===== config.mk =====
export PLATFORM = sky130hd
export DESIGN_NAME = kvrs_front
export DESIGN_NICKNAME = d
export VERILOG_FILES = /design/src/sv/kvrs_pkg.sv /design/src/sv/kvrs_front.sv
export SDC_FILE = /design/constraint.sdc
export NUM_CORES = 1
export LEC_CHECK = 0
export ABC_CLOCK_PERIOD_IN_PS = 5100
export BUFFER_PORTS_ARGS = -buffer_cell sky130_fd_sc_hd__buf_2
export CORE_MARGIN = 2
export CORE_UTILIZATION = 47
export DETAILED_ROUTE_END_ITERATION = 12
export PLACE_DENSITY = 0.75
export SLEW_MARGIN = 30
export SYNTH_ARGS = -nofsm -noshare
export SYNTH_HDL_FRONTEND = slang
export SYNTH_SLANG_ARGS = --single-unit

===== constraint.sdc =====
create_clock -name clk -period 5.1 [get_ports clk]
set_input_delay 1.02 -clock clk [delete_from_list [all_inputs] [get_ports clk]]
set_output_delay 1.02 -clock clk [all_outputs]
set_load 0.02 [all_outputs]

===== src/sv/kvrs_pkg.sv =====
// shared types and codes for the layered key/value row store
`default_nettype none

package kvrs_pkg;

  // request action codes
  localparam logic [1:0] ACT_APPEND = 2'd0;
  localparam logic [1:0] ACT_GET    = 2'd1;
  localparam logic [1:0] ACT_COUNT  = 2'd2;
  localparam logic [1:0] ACT_CLEAR  = 2'd3;

  // result status codes
  localparam logic [2:0] ST_OK         = 3'd0;
  localparam logic [2:0] ST_BAD_APPEND = 3'd1;
  localparam logic [2:0] ST_BAD_RANGE  = 3'd2;
  localparam logic [2:0] ST_TOO_LONG   = 3'd3;
  localparam logic [2:0] ST_EMPTY      = 3'd4;

  // command field widths, sized for the largest supported configuration
  localparam int CMD_ROW_W  = 10;
  localparam int CMD_ADDR_W = 16;
  localparam int CMD_LEN_W  = 7;

  typedef struct packed {
    logic [1:0]  action;
    logic [2:0]  layer;
    logic [6:0]  token;
    logic [7:0]  end_token;
    logic [2:0]  element;
    logic [31:0] key_word;
    logic [31:0] value_word;
  } kv_in_t;

  typedef struct packed {
    logic [2:0]  status;
    logic [31:0] key_out;
    logic [31:0] value_out;
    logic [2:0]  token_offset;
    logic [2:0]  element_index;
    logic [8:0]  used_rows;
    logic        last;
  } kv_out_t;

  // classified work handed from front to back
  typedef enum logic [2:0] {
    CMD_APPEND,
    CMD_GET,
    CMD_COUNT,
    CMD_CLEAR,
    CMD_STATUS
  } cmd_kind_t;

  typedef struct packed {
    cmd_kind_t             kind;
    logic [2:0]            status;
    logic [CMD_ROW_W-1:0]  row;
    logic [CMD_ADDR_W-1:0] addr;
    logic [CMD_LEN_W-1:0]  len;
    logic                  last_elem;
    logic [31:0]           key_word;
    logic [31:0]           value_word;
  } cmd_t;

endpackage

`default_nettype wire


===== src/sv/kvrs_front.sv =====
// request decode, range checks and two-entry command queue
`default_nettype none

module kvrs_front #(
  parameter int LAYERS         = 4,
  parameter int CAPACITY       = 64,
  parameter int ROW_WORDS      = 8,
  parameter int MAX_GET_TOKENS = 8
) (
  input  wire logic            clk,
  input  wire logic            rst_n,
  input  wire logic            in_valid,
  output logic                 in_stall,
  input  wire kvrs_pkg::kv_in_t in_data,
  output logic                 cmd_valid,
  output kvrs_pkg::cmd_t       cmd,
  input  wire logic            cmd_pop
);

  import kvrs_pkg::*;

  localparam logic [31:0] LAYERS_C   = 32'(LAYERS);
  localparam logic [31:0] CAP_C      = 32'(CAPACITY);
  localparam logic [31:0] WORDS_C    = 32'(ROW_WORDS);
  localparam logic [31:0] MAX_TOK_C  = 32'(MAX_GET_TOKENS);

  logic [31:0] row_full;
  logic [31:0] base_full;
  logic [7:0]  len;
  logic        layer_bad;
  cmd_t        dec;

  logic        push;
  cmd_t        q_r [2];
  logic        wr_r;
  logic        rd_r;
  logic [1:0]  cnt_r;

  // row and word address of the request
  always_comb begin
    row_full  = 32'(in_data.layer) * CAP_C + 32'(in_data.token);
    base_full = row_full * WORDS_C;
    len       = in_data.end_token - {1'b0, in_data.token};
    layer_bad = 32'(in_data.layer) >= LAYERS_C;
  end

  // classify the request
  always_comb begin
    dec            = '0;
    dec.kind       = CMD_STATUS;
    dec.status     = ST_OK;
    dec.row        = row_full[CMD_ROW_W-1:0];
    dec.addr       = base_full[CMD_ADDR_W-1:0];
    dec.len        = len[CMD_LEN_W-1:0];
    dec.last_elem  = 32'(in_data.element) == WORDS_C - 32'd1;
    dec.key_word   = in_data.key_word;
    dec.value_word = in_data.value_word;
    case (in_data.action)
      ACT_APPEND: begin
        if (layer_bad || 32'(in_data.token) >= CAP_C ||
            32'(in_data.element) >= WORDS_C) begin
          dec.status = ST_BAD_APPEND;
        end else begin
          dec.kind = CMD_APPEND;
          dec.addr = CMD_ADDR_W'(base_full + 32'(in_data.element));
        end
      end
      ACT_GET: begin
        if (layer_bad || {1'b0, in_data.token} > in_data.end_token ||
            32'(in_data.end_token) > CAP_C) begin
          dec.status = ST_BAD_RANGE;
        end else if (32'(len) > MAX_TOK_C) begin
          dec.status = ST_TOO_LONG;
        end else if (len == 8'd0) begin
          dec.status = ST_EMPTY;
        end else begin
          dec.kind = CMD_GET;
        end
      end
      ACT_COUNT: dec.kind = CMD_COUNT;
      ACT_CLEAR: dec.kind = CMD_CLEAR;
      default:   dec.kind = CMD_STATUS;
    endcase
  end

  // command queue
  assign in_stall  = cnt_r == 2'd2;
  assign push      = in_valid && !in_stall;
  assign cmd_valid = cnt_r != 2'd0;
  assign cmd       = q_r[rd_r];

  always_ff @(posedge clk) begin
    if (push) begin
      q_r[wr_r] <= dec;
    end
  end

  always_ff @(posedge clk) begin
    if (!rst_n) begin
      wr_r  <= 1'b0;
      rd_r  <= 1'b0;
      cnt_r <= 2'd0;
    end else begin
      if (push) begin
        wr_r <= !wr_r;
      end
      if (cmd_pop) begin
        rd_r <= !rd_r;
      end
      cnt_r <= cnt_r + 2'(push) - 2'(cmd_pop);
    end
  end

endmodule

`default_nettype wire


==> run_results.csv, run 1 <==
group,metric,value,unit
sta,rsz0062_at_grt,"no",
clock_network,insertion_delay,420,ps
synthesis,synth_cell_types,39,
worst_setup_path,cp_max_fo,43,
floorplanning,die_area,16850,um2
floorplanning,die_h,129.8,um
grt,grt_pass1_vias,4185,
worst_setup_path,critPathLaunchType,"register",
clock_network,clk_pin_slew,60,ps
route,vias,4125,
power_and_ir_drop,leakagePower,3.554,nW
synthesis,yosys-top-cells-area,"edfxtp_1 (73%), mux2_2 (14%), ha_1 (1.8%)",
grt,grt_start_max_net_pins,70,
route,drc,0,
worst_setup_path,crit_arrival,2010,ps
finish,drive_gt1_share,54.66,%
clock_network,numCtsBuffers,17,
floorplanning,core,15310,um2
sta,worst_pin_slew,647.1,ps
synthesis,yosysTopAreaCellShare,73.46,%
synthesis,avgSynthCellArea,18.51,um2
finish,nFillCells,1195,
grt,gr-total-overflow,0,
sta,hold_viol_final,0,
synthesis,syn_area,7440,um2
finish,n_antenna_cell,0,
place,place_hpwl,9548,um
finish,area_growth,23.36,%
clock_network,cts-root-buf,"clkbuf_16",
power_and_ir_drop,max-vdd-ir-drop,0.2113,mV
clock_network,h-tree-depth,4,
route,avgRoutedWirePerCell,16.86,um
sta,final_max_slew_viol_count,0,
worst_setup_path,worst_path_dominant_cell_family,"flip-flops",
clock_network,postCtsSetupRepairBufs,0,
finish,final_cell_mix,"buf_2 (193), edfxtp_1 (182), mux2_2 (91), clkbuf_16 (17), inv_1 (16)",
sta,fin_worst_skew,6.142,ps
finish,seqCellArea,5569,um2
floorplanning,start_util,48.58,%
place,gp_congestion,0.7573,
worst_setup_path,critical_path_class,"reg2out",
sta,fin_crit_sh,59.37,%
floorplanning,dieWidth,129.8,um
grt,grt_pass1_wl,20840,um
clock_network,cts_resized,0,
worst_setup_path,crit_buf_inv,2,
clock_network,cts_hold_buf,0,
finish,final_common_cell,"buf_2",
worst_setup_path,cpMaxStageDelayCell,"dfxtp_4",
clock_network,cts.sinks,187,
synthesis,seq_area_frac_synth,74.81,%
worst_setup_path,required,4080,ps
grt,grtUsageTotal,16.43,%
grt,antenna_found_initial,0,
synthesis,ys_ff_latch,187,
worst_setup_path,end_kind,"output port",
min_path,hold_depth,2,
sta,setup_viol,0,
worst_setup_path,worstRegToRegCells,5,
clock_network,cts_tree,"built",
finish,multiInputGateArea,1695,um2
worst_setup_path,cp.depth,3,
route,dr.first_iter.drc_count,240,
sta,tns,0,ps
route,via_per_inst,5.018,
place,io_buffers,193,
worst_setup_path,crit_chain,"buf_16 -> mux2_2 -> buf_2",
power_and_ir_drop,powerDensity,444.5,nW/um2
sta,slew_headroom,56.86,%
synthesis,yosysWarningCount,0,
clock_network,cts_max_path_buffers,2,
sta,fmax,0.3302,GHz
min_path,hp-class,"reg2reg",
route,firstDrtPassIters,4,
synthesis,synthCells,402,
finish,post-route-util,59.93,%
finish,fin_nets,701,
status,status,"finished, final reports clean",
synthesis,yosysTopAreaCell,"edfxtp_1",
sta,finalCriticalPeriod,3028,ps
worst_setup_path,cp_slowest_stage_delay,690,ps
route,ant_nets,0,
floorplanning,num_rows,45,
floorplanning,io-pin-count,197,
flow_run,cap_violations,0,
route,routed_wl,13860,um
power breakdown:
group	total (W)	switching [W]	internal, W	leakage (nW)
combinational	0.000874	0.000544	0.000330	1.54
clock	0.00119	0.000560	0.000630	0.267
sequential	0.00202	0.0000612	0.00195	1.74
total	0.00408	0.00116	0.00291	3.55
routing by layer:
layer | track usage (%) | wire length (um) | vias up
met5 | 0 | 0 | -
met4 | 5.187 | 136 | 0
met3 | 6.191 | 1051 | 14
met2 | 28.18 | 7103 | 158
met1 | 19.25 | 5571 | 2044
li1 | - | - | 1909
kinds of logic (layout without fill, tap and decap cells):
logic type               after synthesis  after routing  synth area share (%)
AND/OR/NAND/NOR                       41             41                 3.078
multiplexers                          91             91                 13.77
flip-flops                           187            187                 74.81
AO/OA/AOI/OAI                         20             20                 2.119
adder cells (fa/ha/maj)               12             12                 2.119
XOR/XNOR                              10             10                 1.379
buffers and inverters                 40            247                 2.674
other                                  1              3               0.05041
Yosys cell counts:
cell type,number
edfxtp_1,182
mux2_2,91
inv_1,16
buf_4,13
clkbuf_1,11
ha_1,11
and2_1,9
nor2_1,8
dfxtp_1,5
nand2_1,5
xnor2_1,5
a21oi_1,4
and3_1,4
xor2_1,4
a211oi_1,3
or2_2,3
nand2b_1,2
nor3_1,2
o21a_1,2
o21ai_0,2
or3_1,2
a211oi_2,1
a21o_2,1
a21oi_2,1
a221o_1,1
a22o_1,1
and3_2,1
conb_1,1
fa_1,1
nand3_1,1
nor2b_1,1
nor4_1,1
o2111a_1,1
o211ai_2,1
o31a_1,1
o32ai_1,1
or2b_2,1
or4_4,1
xor3_1,1
path summary, 6_finish.rpt:
kind | startpoint | to | slack [ps]
worst max-delay path | register | cmd[95] | 2070
worst min-delay path | rd_r | register | 580
worst max register to register | cnt_r[0] | q_r[1][16] | 3140
worst min register to register | rd_r | register | 580
state kept, by name, summed over array words and instances (netlist names), named ones only:
name and flops:
rd_r 1, cnt_r 2, wr_r 1, q_r 182
worst reg2reg max path, stage by stage, from the launching register on:
cell and delay (ps):
dfxtp_1 330, inv_1 60, nand2_1 90, and3_4 460, buf_16 290, buf_4 390
area by class of cell:
class | count | area share [%]
inverter | 16 | 0.6544
clock buffer | 17 | 4.635
sequential | 187 | 60.68
timing repair buffer | 199 | 11.45
clock inverter | 15 | 1.227
multi-input combinational | 177 | 18.47
tap | 211 | 2.877
per-stage QoR:
stage / hold slack (ps) / power [W] / setup slack (ps) / instances / instance area, um2
final: 583.1 / 0.004079 / 2072 / 822 / 9178
after global routing: 602.4 / 0.004267 / 1960 / 822 / 9178
after CTS: 592.9 / 0.004129 / 2033 / 821 / 9150
after detailed placement: 578.8 / 0.002932 / 1811 / 789 / 8612
after global placement: 559.3 / 0.002896 / 1940 / 788 / 8584
after floorplan: 554.6 / 0.002640 / 1193 / 404 / 7450
(Power assumes the default switching activity.)
==> inputs of run 2 (changes only) <==
- ABC_CLOCK_PERIOD_IN_PS: 5100 -> 3200
- PLACE_DENSITY: 0.75 -> 0.72
- clock period: 5.1 -> 3.2 ns (I/O delays scaled with it)
==> run_results.csv, run 2 (synthesis results as in run 1) <==
group,metric,value,unit
status,status,"finished, final reports clean",
power_and_ir_drop,p_sw_share,27.60,%
sta,setup_viol,0,
grt,grt_start_max_net_pins,56,
worst_setup_path,critPathLaunchType,"register",
sta,fin_crit_sh,83.25,%
finish,multiInputGateArea,1695,um2
worst_setup_path,cp_slowest_stage_delay,730,ps
finish,fin_nets,700,
sta,worst_pin_slew,753.5,ps
clock_network,cts_hold_buf,0,
route,firstDrtPassIters,4,
grt,grtUsageTotal,16.25,%
clock_network,numCtsBuffers,17,
clock_network,cts_max_path_buffers,2,
floorplanning,num_rows,45,
finish,nFillCells,1209,
power_and_ir_drop,max-vdd-ir-drop,0.3428,mV
power_and_ir_drop,leakagePower,3.571,nW
finish,regMostFlops,"q_r",
grt,grt_pass1_wl,20730,um
power_and_ir_drop,p_sw,0.001861,W
worst_setup_path,required,2560,ps
sta,hold_viol_final,0,
finish,seqCellArea,5569,um2
sta,tns,0,ps
clock_network,cts-root-buf,"clkbuf_16",
worst_setup_path,crit_chain,"buf_12 -> mux2_2 -> buf_2",
route,ant_nets,0,
sta,worst_slack,535.9,ps
floorplanning,io-pin-count,197,
sta,rsz0062_at_grt,"no",
clock_network,postCtsSetupRepairBufs,0,
clock_network,h-tree-depth,4,
grt,antenna_found_initial,0,
route,vias,4104,
finish,layout.cells.non_filler,821,
sta,fin_worst_skew,12.27,ps
clock_network,clk_pin_slew,70,ps
route,drc,0,
route,via_per_inst,4.999,
finish,area_growth,24.00,%
power_and_ir_drop,powerDensity,730.7,nW/um2
floorplanning,start_util,48.58,%
place,gp_congestion,0.7995,
clock_network,insertion_delay,420,ps
route,dr.first_iter.drc_count,196,
finish,largest_reg_flops,182,
place,io_buffers,193,
finish,reg.largest.list,"q_r: 182 flops, cnt_r: 2 flops",
grt,gr-total-overflow,0,
floorplanning,core,15310,um2
finish,n_antenna_cell,0,
finish,post-route-util,60.24,%
floorplanning,dieWidth,129.8,um
power_and_ir_drop,sequentialPowerShare,47.7,%
place,place_hpwl,9435,um
min_path,hp-class,"in2reg",
finish,final_common_cell,"buf_2",
place,dp.cells,789,
sta,finalCriticalPeriod,2664,ps
worst_setup_path,cpMaxStageDelayCell,"dfxtp_4",
power_and_ir_drop,power.internal,0.004880,W
sta,fmax,0.3754,GHz
clock_network,cts.sinks,187,
sta,final_max_slew_viol_count,0,
finish,drive_gt1_share,54.43,%
worst_setup_path,critical_path_class,"reg2out",
place,pre_cts_ws,287.6,ps
power_and_ir_drop,p_comb_share,20.4,%
grt,grt_pass1_vias,4118,
worst_setup_path,end_kind,"output port",
route,routed_wl,13900,um
route,avgRoutedWirePerCell,16.92,um
sta,whs,409.8,ps
finish,final_cell_mix,"buf_2 (193), edfxtp_1 (182), mux2_2 (91), clkbuf_16 (17), inv_1 (16)",
sta,slew_headroom,49.77,%
clock_network,cts_resized,0,
clock_network,cts_tree,"built",
worst_setup_path,cp_max_fo,41,
floorplanning,die_area,16850,um2
floorplanning,die_h,129.8,um
worst_setup_path,crit_arrival,2020,ps
power_and_ir_drop,clkPwrFrac,31.8,%
flow_run,cap_violations,0,
-- run 2: cell count changes in the layout (fill, tap and decap cells not counted) --
cell	delta
buf_12	+2
buf_16	-2
buf_4	-1
bufinv_16	+3
clkinv_1	+1
clkinv_2	-3
clkinv_4	-3
inv_6	+2
-- run 2: per-layer routing --
metal / share of wire, % / track usage, %
met5: 0 / 0
met4: 0.91 / 4.934
met3: 7.8 / 5.330
met2: 51 / 28.46
met1: 40 / 19.16
-- run 2: final cells by class --
cell class,count,area share (%)
sequential,187,60.37
multi-input combinational,177,18.38
timing repair buffer,198,11.15
clock buffer,17,4.611
tap,211,2.862
clock inverter,15,1.980
inverter,16,0.6510
-- run 2: stage by stage --
stage	total power [W]	area, um2
final	0.006741	9225
after detailed placement	0.004672	8617
after global placement	0.004625	8617
after global routing	0.007029	9225
after floorplan	0.004195	7456
after CTS	0.006820	9225
-- run 2: path summary, 6_finish.rpt --
path / start / slack, ps / to / cells after the start
worst max-delay path: register / 540 / cmd[53] / 3
worst min-delay path: in_data[3] / 410 / q_r[1][3] / 1
worst max register to register: cnt_r[0] / 1360 / q_r[1][19] / 4
worst min register to register: rd_r / 590 / register / 2
-- run 2: power by group through the flow --
stage               combinational [W]  sequential, W  clock, W
floorplan                    0.000967        0.00323         0
global placement              0.00138        0.00325         0
detailed placement            0.00140        0.00328         0
CTS                           0.00140        0.00322   0.00219
global route                  0.00149        0.00325   0.00229
finish                        0.00138        0.00322   0.00214
-- run 2: critical path, delay by kind of cell, from the launching register on --
family	cells	cell delay (ps)
buffers and inverters	2	470
muxes	1	370
DFF	1	730
